==> src/rtl/mpfa_pkg.sv <==
`timescale 1ns / 1ps
`default_nettype none

package mpfa_pkg;

   localparam int NUM_POOLS   = 4;
   localparam int MAX_SLOTS   = 256;
   localparam int POOL_W      = $clog2(NUM_POOLS);
   localparam int SLOT_W      = $clog2(MAX_SLOTS);
   localparam int CNT_W       = SLOT_W + 1;
   localparam int ADDR_W      = POOL_W + SLOT_W;
   localparam int STACK_DEPTH = NUM_POOLS * MAX_SLOTS;
   localparam int FAIL_W      = 32;
   localparam int CSR_IDX_W   = 2;
   localparam int CSR_DATA_W  = 9;
   localparam int QUEUE_DEPTH = 2;
   localparam int QPTR_W      = $clog2(QUEUE_DEPTH);
   localparam int QCNT_W      = $clog2(QUEUE_DEPTH + 1);

   localparam logic [CNT_W-1:0] CAP_RESET = CNT_W'(MAX_SLOTS);

   typedef enum logic [1:0] {
      STATUS_OK        = 2'd0,
      STATUS_EXHAUSTED = 2'd1,
      STATUS_INVALID   = 2'd2
   } status_type;

   typedef enum logic [1:0] {
      OP_ACQUIRE  = 2'd0,
      OP_RELEASE  = 2'd1,
      OP_BAD_POOL = 2'd2
   } op_type;

   typedef struct packed {
      logic              kind;
      logic [POOL_W-1:0] pool;
      logic [SLOT_W-1:0] slot_in;
   } req_type;

   typedef struct packed {
      logic              granted;
      logic [SLOT_W-1:0] slot_out;
      status_type        status;
      logic [CNT_W-1:0]  in_use;
      logic [CNT_W-1:0]  high_water;
      logic [FAIL_W-1:0] failure_count;
   } rsp_type;

   typedef struct packed {
      op_type            op;
      logic [POOL_W-1:0] pool;
      logic [SLOT_W-1:0] slot;
   } cmd_type;

endpackage

`default_nettype wire

==> src/rtl/mpfa_front.sv <==
`timescale 1ns / 1ps
`default_nettype none

module mpfa_front (
   input  wire                      clock,
   input  wire                      reset,
   input  wire                      req_push,
   output logic                     req_full,
   input  wire mpfa_pkg::req_type   req_data,
   output mpfa_pkg::cmd_type        cmd,
   output logic                     cmd_valid,
   input  wire                      cmd_take
);

   mpfa_pkg::cmd_type                 queue_ff [mpfa_pkg::QUEUE_DEPTH];
   logic [mpfa_pkg::QPTR_W-1:0]       wr_ptr_ff, wr_ptr_in;
   logic [mpfa_pkg::QPTR_W-1:0]       rd_ptr_ff, rd_ptr_in;
   logic [mpfa_pkg::QCNT_W-1:0]       count_ff, count_in;
   mpfa_pkg::cmd_type                 new_cmd;
   logic                              push_xfer;
   logic                              pop_xfer;

   // classify the request before it is queued
   always_comb begin
      new_cmd.pool = req_data.pool;
      new_cmd.slot = req_data.slot_in;
      if (32'(req_data.pool) >= mpfa_pkg::NUM_POOLS) begin
         new_cmd.op = mpfa_pkg::OP_BAD_POOL;
      end else if (req_data.kind) begin
         new_cmd.op = mpfa_pkg::OP_RELEASE;
      end else begin
         new_cmd.op = mpfa_pkg::OP_ACQUIRE;
      end
   end

   assign req_full  = (count_ff == mpfa_pkg::QCNT_W'(mpfa_pkg::QUEUE_DEPTH));
   assign cmd_valid = (count_ff != '0);
   assign cmd       = queue_ff[rd_ptr_ff];
   assign push_xfer = req_push && !req_full;
   assign pop_xfer  = cmd_take && cmd_valid;

   always_comb begin
      wr_ptr_in = push_xfer ? wr_ptr_ff + 1'b1 : wr_ptr_ff;
      rd_ptr_in = pop_xfer ? rd_ptr_ff + 1'b1 : rd_ptr_ff;
      count_in  = count_ff;
      if (push_xfer && !pop_xfer) begin
         count_in = count_ff + 1'b1;
      end else if (pop_xfer && !push_xfer) begin
         count_in = count_ff - 1'b1;
      end
   end

   always_ff @(posedge clock) begin
      if (reset) begin
         wr_ptr_ff <= '0;
         rd_ptr_ff <= '0;
         count_ff  <= '0;
      end else begin
         wr_ptr_ff <= wr_ptr_in;
         rd_ptr_ff <= rd_ptr_in;
         count_ff  <= count_in;
      end
   end

   always_ff @(posedge clock) begin
      if (push_xfer) begin
         queue_ff[wr_ptr_ff] <= new_cmd;
      end
   end

endmodule

`default_nettype wire

==> config.mk <==
export PLATFORM = sky130hd
export DESIGN_NAME = mpfa_front
export DESIGN_NICKNAME = d
export VERILOG_FILES = /design/src/rtl/mpfa_pkg.sv /design/src/rtl/mpfa_front.sv
export SDC_FILE = /design/constraint.sdc
export NUM_CORES = 1
export LEC_CHECK = 0
export BUFFER_PORTS_ARGS = -buffer_cell sky130_fd_sc_hd__buf_2
export CAP_MARGIN = 15
export CORE_MARGIN = 10
export CORE_UTILIZATION = 42
export CTS_CLUSTER_SIZE = 30
export DETAILED_ROUTE_END_ITERATION = 12
export GPL_ROUTABILITY_DRIVEN = 1
export PLACE_DENSITY = 0.77
export RECOVER_POWER = 50
export SETUP_SLACK_MARGIN = 0.02
export SLEW_MARGIN = 20
export SYNTH_ARGS = -nofsm -noshare
export SYNTH_HDL_FRONTEND = slang
export SYNTH_SLANG_ARGS = --single-unit
==> constraint.sdc <==
create_clock -name clock -period 1.95 [get_ports clock]
set_clock_uncertainty 0.15 [all_clocks]
set_input_delay 0.2925 -clock clock [delete_from_list [all_inputs] [get_ports clock]]
set_output_delay 0.2925 -clock clock [all_outputs]
set_load 0.05 [all_outputs]
Yosys cells after proc, flatten, opt, wreduce, memory -nomap -nowiden
Memories as Yosys holds them, arrays and structs flattened. A register that Yosys moved wholly into a read port is not among the register bits. Cells that the tools add are included.

Mux-type cells: 7. Add/sub/neg operators: 4. Reduce and logical (&&, ||, !) cells: 9. Equality and inequality tests: 1.

Operators by type and width (number): $mux W1 (5); $logic_and A1 B1 Y1 (4); $mux W2 (2); $reduce_bool A2 Y1 (2); $logic_not A1 Y1 (3); $add A1 B1 Y1 const B (2); $add A2 B1 Y2 const B (1); $eq A2 B2 Y1 const B (1); $sub A2 B1 Y2 const B (1).

Input port bits: 15. Bits in registers: 4. Word-level logic and storage cells: 25. RAM bits: 22. Memories kept: 1. Output and inout bits: 14.

Memory list: queue_ff (words 2, width 11, rd ports 1, clocked after memory_dff 1, write ports 1, RTL line mpfa_front.sv:15) `mpfa_pkg::cmd_type queue_ff [mpfa_pkg::QUEUE_DEPTH];`.

Longest topological paths before layout
Word-level depth: 7. Depth in mapped cells: 6. Depth with buffers taken out: 6.

Worst setup path before layout
No wires, ideal clock.

Path type: register -> register. From: register count_ff[1] (netlist name). To: register count_ff[1] (netlist name). Buffers on the path: 0. Arrival time: 1.761 ns. Path slack: -0.031 ns. Cell stages (with the launch flop): 6. Library setup time: 0.070 ns. Data required time: 1.730 ns. Period minus slack after synthesis: 1.981 ns. Cell sequence: dfxtp_1 > nor2b_2 > nor2_1 > ha_1 > or3_1 > a21oi_1.

Word-level cells in the longest chain between the ends: 6. Elaborated cells on any way between the ends: 14. Those cells by class: add/sub: 2; eq/ne: 1; mux: 2; reduce/logical: 9.

Ends and longest elaborated chain: start, declared (RTL line mpfa_front.sv:18) `logic [mpfa_pkg::QCNT_W-1:0] count_ff, count_in;`; start signal, assigned (RTL line mpfa_front.sv:61) `count_ff <= count_in;`; $eq A2 B2 Y1 (*) (RTL line mpfa_front.sv:36) `assign req_full = (count_ff == mpfa_pkg::QCNT_W'(mpfa_pkg::QUEUE_DEPTH));`; named net req_full (RTL line mpfa_front.sv:8) `output logic req_full,`; $logic_not A1 Y1 (*) (RTL line mpfa_front.sv:39) `assign push_xfer = req_push && !req_full;`; $logic_and A1 B1 Y1 (*) (RTL line mpfa_front.sv:39); named net push_xfer (RTL line mpfa_front.sv:20) `logic push_xfer;`; $logic_not A1 Y1 (RTL line mpfa_front.sv:48) `end else if (pop_xfer && !push_xfer) begin`; $logic_and A1 B1 Y1 (RTL line mpfa_front.sv:48); $reduce_bool A2 Y1 (no source line).

Mark *: on every way through the listed nets, which the timed path passes. The rest lies on a longest branch. The select of a mux whose other input is x is not followed. A chain may end at the register's enable or synchronous reset.

==> results.json <==
{
  "global_route.overflow_total": 0,
  "clk_lat_worst_skew_ns": 0.31,
  "remaining_drc_errors": 0,
  "fin_tns_setup_ns": 0,
  "synthesis.area_per_instance_um2": 16.7,
  "cts.root.buffer_cell": "sky130_fd_sc_hd__clkbuf_4",
  "cts_tree": "built",
  "grt_pass1_vias": 663,
  "seq_power_share": 0.454,
  "stdcell_count": 127,
  "status": "finished, final reports clean",
  "die-height_um": 69.3,
  "critPathSlowestCell": "sky130_fd_sc_hd__dfxtp_2",
  "share_clk_of_total_power": 0.128,
  "slew_violations": 0,
  "synth_area_leaders": "sky130_fd_sc_hd__edfxtp_1 (65%), sky130_fd_sc_hd__mux2_2 (12%), sky130_fd_sc_hd__dfxtp_1 (9.8%)",
  "cts_post_setup_buffers_inserted": 0,
  "synth_largest_type_area_fraction": 0.647,
  "post-route-min-period_ns": 1.85,
  "clock_sinks": 27,
  "total_of_flip_flops_plus_latches_after_synthesis": 27,
  "yosysSeqAreaShare": 0.745,
  "timing.critical_path.slowest_cell_delay_ns": 0.51,
  "timing.hold.worst_endpoint": "queue_ff[1][0]",
  "fmax_mhz": 541,
  "drt_first_iter_violations": 1,
  "detail_route.wl_per_cell_um": 14.6,
  "initial_core_utilization": 0.453,
  "critical_path.reg2reg.startpoint": "count_ff[1]",
  "ctsHtreeMaxLevel": 1,
  "routed-via-count": 599,
  "antenna_found_initial": 0,
  "power_frac_comb": 0.418,
  "hold_path_depth": 1,
  "setup-violations-final": 0,
  "place_inst": 115,
  "cell_internal_pwr_w": 0.00104,
  "vdd_ir_drop_max_v": 0.000983,
  "grt_pass1_wl_mm": 3.08,
  "fillerInstances": 218,
  "syn-cell-area_mm2": 0.00102,
  "worstHoldStart": "req_data[0]",
  "largest_net_degree_at_the_start_of_global_routing": 15,
  "core.rowCount": 17,
  "final_min_period_over_clock_period": 0.947,
  "power_density_mw_per_mm2": 1380,
  "cts_inserted_buffers": 3,
  "detail-route-antenna-nets": 0,
  "die_area_mm2": 0.00480,
  "cp_data_required_time_ns": 1.51,
  "ff2ff_path_depth": 5,
  "layout-drive-gt1-share": 0.374,
  "r2r_setup_slack_ns": 0.20,
  "area.growth.synth_to_final_pct": 25.6,
  "vias_per_cell": 4.72,
  "globalplace.congestion": 0.647,
  "layout_commonest_cell": "sky130_fd_sc_hd__edfxtp_1",
  "cp_cell_sequence": "mux2_2 > buf_2",
  "design.core.area_mm2": 0.00225,
  "design.portCount": 29,
  "first_pass_iters": 2,
  "switching_share": 0.411,
  "critical_path.reg2reg.endpoint": "count_ff[1]",
  "global_route.usage.total": 0.0775,
  "cp_data_arrival_time_ns": 1.40,
  "final-hold-violation-count": 0,
  "detail_route.wirelength_mm": 1.86,
  "half_perimeter_wire_length_after_detailed_placement_mm": 1.41,
  "final_nets": 116,
  "number_of_antenna_repair_diodes": 0,
  "setup_crit_end_kind": "output port",
  "yosys.cell_types.count": 16,
  "die_w_um": 69.3,
  "synth_fp_nets": 77,
  "crit_path_start_kind": "register",
  "synth_warnings": 0,
  "p_sw_w": 0.000727,
  "port_buffers": 27,
  "synth_top_area_cell": "sky130_fd_sc_hd__edfxtp_1",
  "synth_cells": 61,
  "ctsLongestPathBuffers": 2,
  "total_leakage_power_nw": 0.494,
  "max_cap_viol_count": 0,
  "worst_hold_slack_ns": 0.0305,
  "post_cts_clock_slew_at_the_launch_and_capture_registers_of_the_worst_setup_and_hold_paths_ns": 0.13,
  "worst-path-max-fanout": 11,
  "commonest_non_fill_non_tap_cells_in_the_layout": "sky130_fd_sc_hd__edfxtp_1 (22), sky130_fd_sc_hd__buf_2 (20), sky130_fd_sc_hd__mux2_2 (11), sky130_fd_sc_hd__clkbuf_1 (8), sky130_fd_sc_hd__dlygate4sd3_1 (8)",
  "hold_path_class": "in -> reg",
  "grt_setup_unrepaired": "false",
  "criticalPathCategory": "reg -> out"
}
cells in the mapped netlist:
cell / number
sky130_fd_sc_hd__nor2b_2: 1
sky130_fd_sc_hd__o21ai_0: 3
sky130_fd_sc_hd__buf_4: 1
sky130_fd_sc_hd__or2_2: 1
sky130_fd_sc_hd__conb_1: 1
sky130_fd_sc_hd__mux2_2: 11
sky130_fd_sc_hd__buf_2: 1
sky130_fd_sc_hd__edfxtp_1: 22
sky130_fd_sc_hd__a21oi_1: 2
sky130_fd_sc_hd__inv_1: 2
sky130_fd_sc_hd__ha_1: 1
sky130_fd_sc_hd__nor2_1: 4
sky130_fd_sc_hd__and2_1: 1
sky130_fd_sc_hd__or3_1: 2
sky130_fd_sc_hd__xor2_1: 3
sky130_fd_sc_hd__dfxtp_1: 5
stage by stage:
stage	power [W]	setup slack, ns	area (um2)	utilization
after floorplan	0.00141	0.159	1030	-
after global placement	0.00155	0.278	1190	0.528
after detailed placement	0.00157	0.237	1190	0.528
after CTS	0.00180	0.0709	1220	0.541
after global routing	0.00187	0.0212	1280	0.569
final	0.00177	0.103	1280	0.569
worst max-delay path by stage:
| stage | slack (ns) | from | endpoint | depth (start not counted) |
|---|---|---|---|---|
| finish | 0.10 | register | cmd[10] | 2 |
| global route | 0.02 | register | cmd[4] | 2 |
| CTS | 0.07 | register | cmd[10] | 2 |
| detailed placement | 0.24 | count_ff[0] | queue_ff[0][6] | 3 |
| global placement | 0.28 | count_ff[0] | queue_ff[0][10] | 3 |
| floorplan | 0.16 | count_ff[1] | count_ff[1] | 5 |
registers in the layout, indices dropped and copies added (netlist names), named ones only:
| signal | count |
|---|---|
| rd_ptr_ff | 1 |
| queue_ff | 22 |
| wr_ptr_ff | 1 |
| count_ff | 2 |
kinds of logic (layout without fill, tap and decap cells):
kind of cell             Yosys count  in the layout  share of synthesized area
multiplexers                      11             11                      0.121
flip-flops                        27             27                      0.745
buffers and inverters              4             42                     0.0196
AO/OA/AOI/OAI                      5              5                     0.0245
XOR/XNOR                           3              3                     0.0257
adder cells (fa/ha/maj)            1              1                     0.0123
AND/OR/NAND/NOR                    9              9                     0.0478
other                              1              1                    0.00367
area by class of cell:
type	count	area, um2	share of cell area
multi-input combinational	30	238	0.185
clock buffer	4	26.3	0.0205
timing repair buffer	36	214	0.167
inverter	2	7.51	0.00585
sequential	27	762	0.594
tap	28	35.0	0.0273
routing by layer:
layer / global-route usage / routed length [um] / vias up
met5: 0 / 0 / -
met4: 0.0399 / 27 / 0
met3: 0.0300 / 117 / 4
met2: 0.123 / 874 / 22
met1: 0.0877 / 840 / 274
li1: - / - / 299
what timing repair did:
action | CTS | global route
gates resized for setup | 1 | 0
hold endpoints to repair | 0 | 15
endpoints found under the setup margin | 11 | 0
hold buffers | 0 | 8
power by group through the flow:
stage | logic (W) | clock network (W) | registers (W)
floorplan | 0.000628 | 0 | 0.000780
global placement | 0.000737 | 0 | 0.000813
detailed placement | 0.000747 | 0 | 0.000822
CTS | 0.000751 | 0.000237 | 0.000810
global route | 0.000792 | 0.000264 | 0.000817
finish | 0.000739 | 0.000226 | 0.000803
worst max-delay path, delay by kind of cell, from the launching register on:
family | cells | cell delay (ns)
flip-flops | 1 | 0.51
multiplexers | 1 | 0.37
buffers and inverters | 1 | 0.21
(Power assumes the default switching activity.)
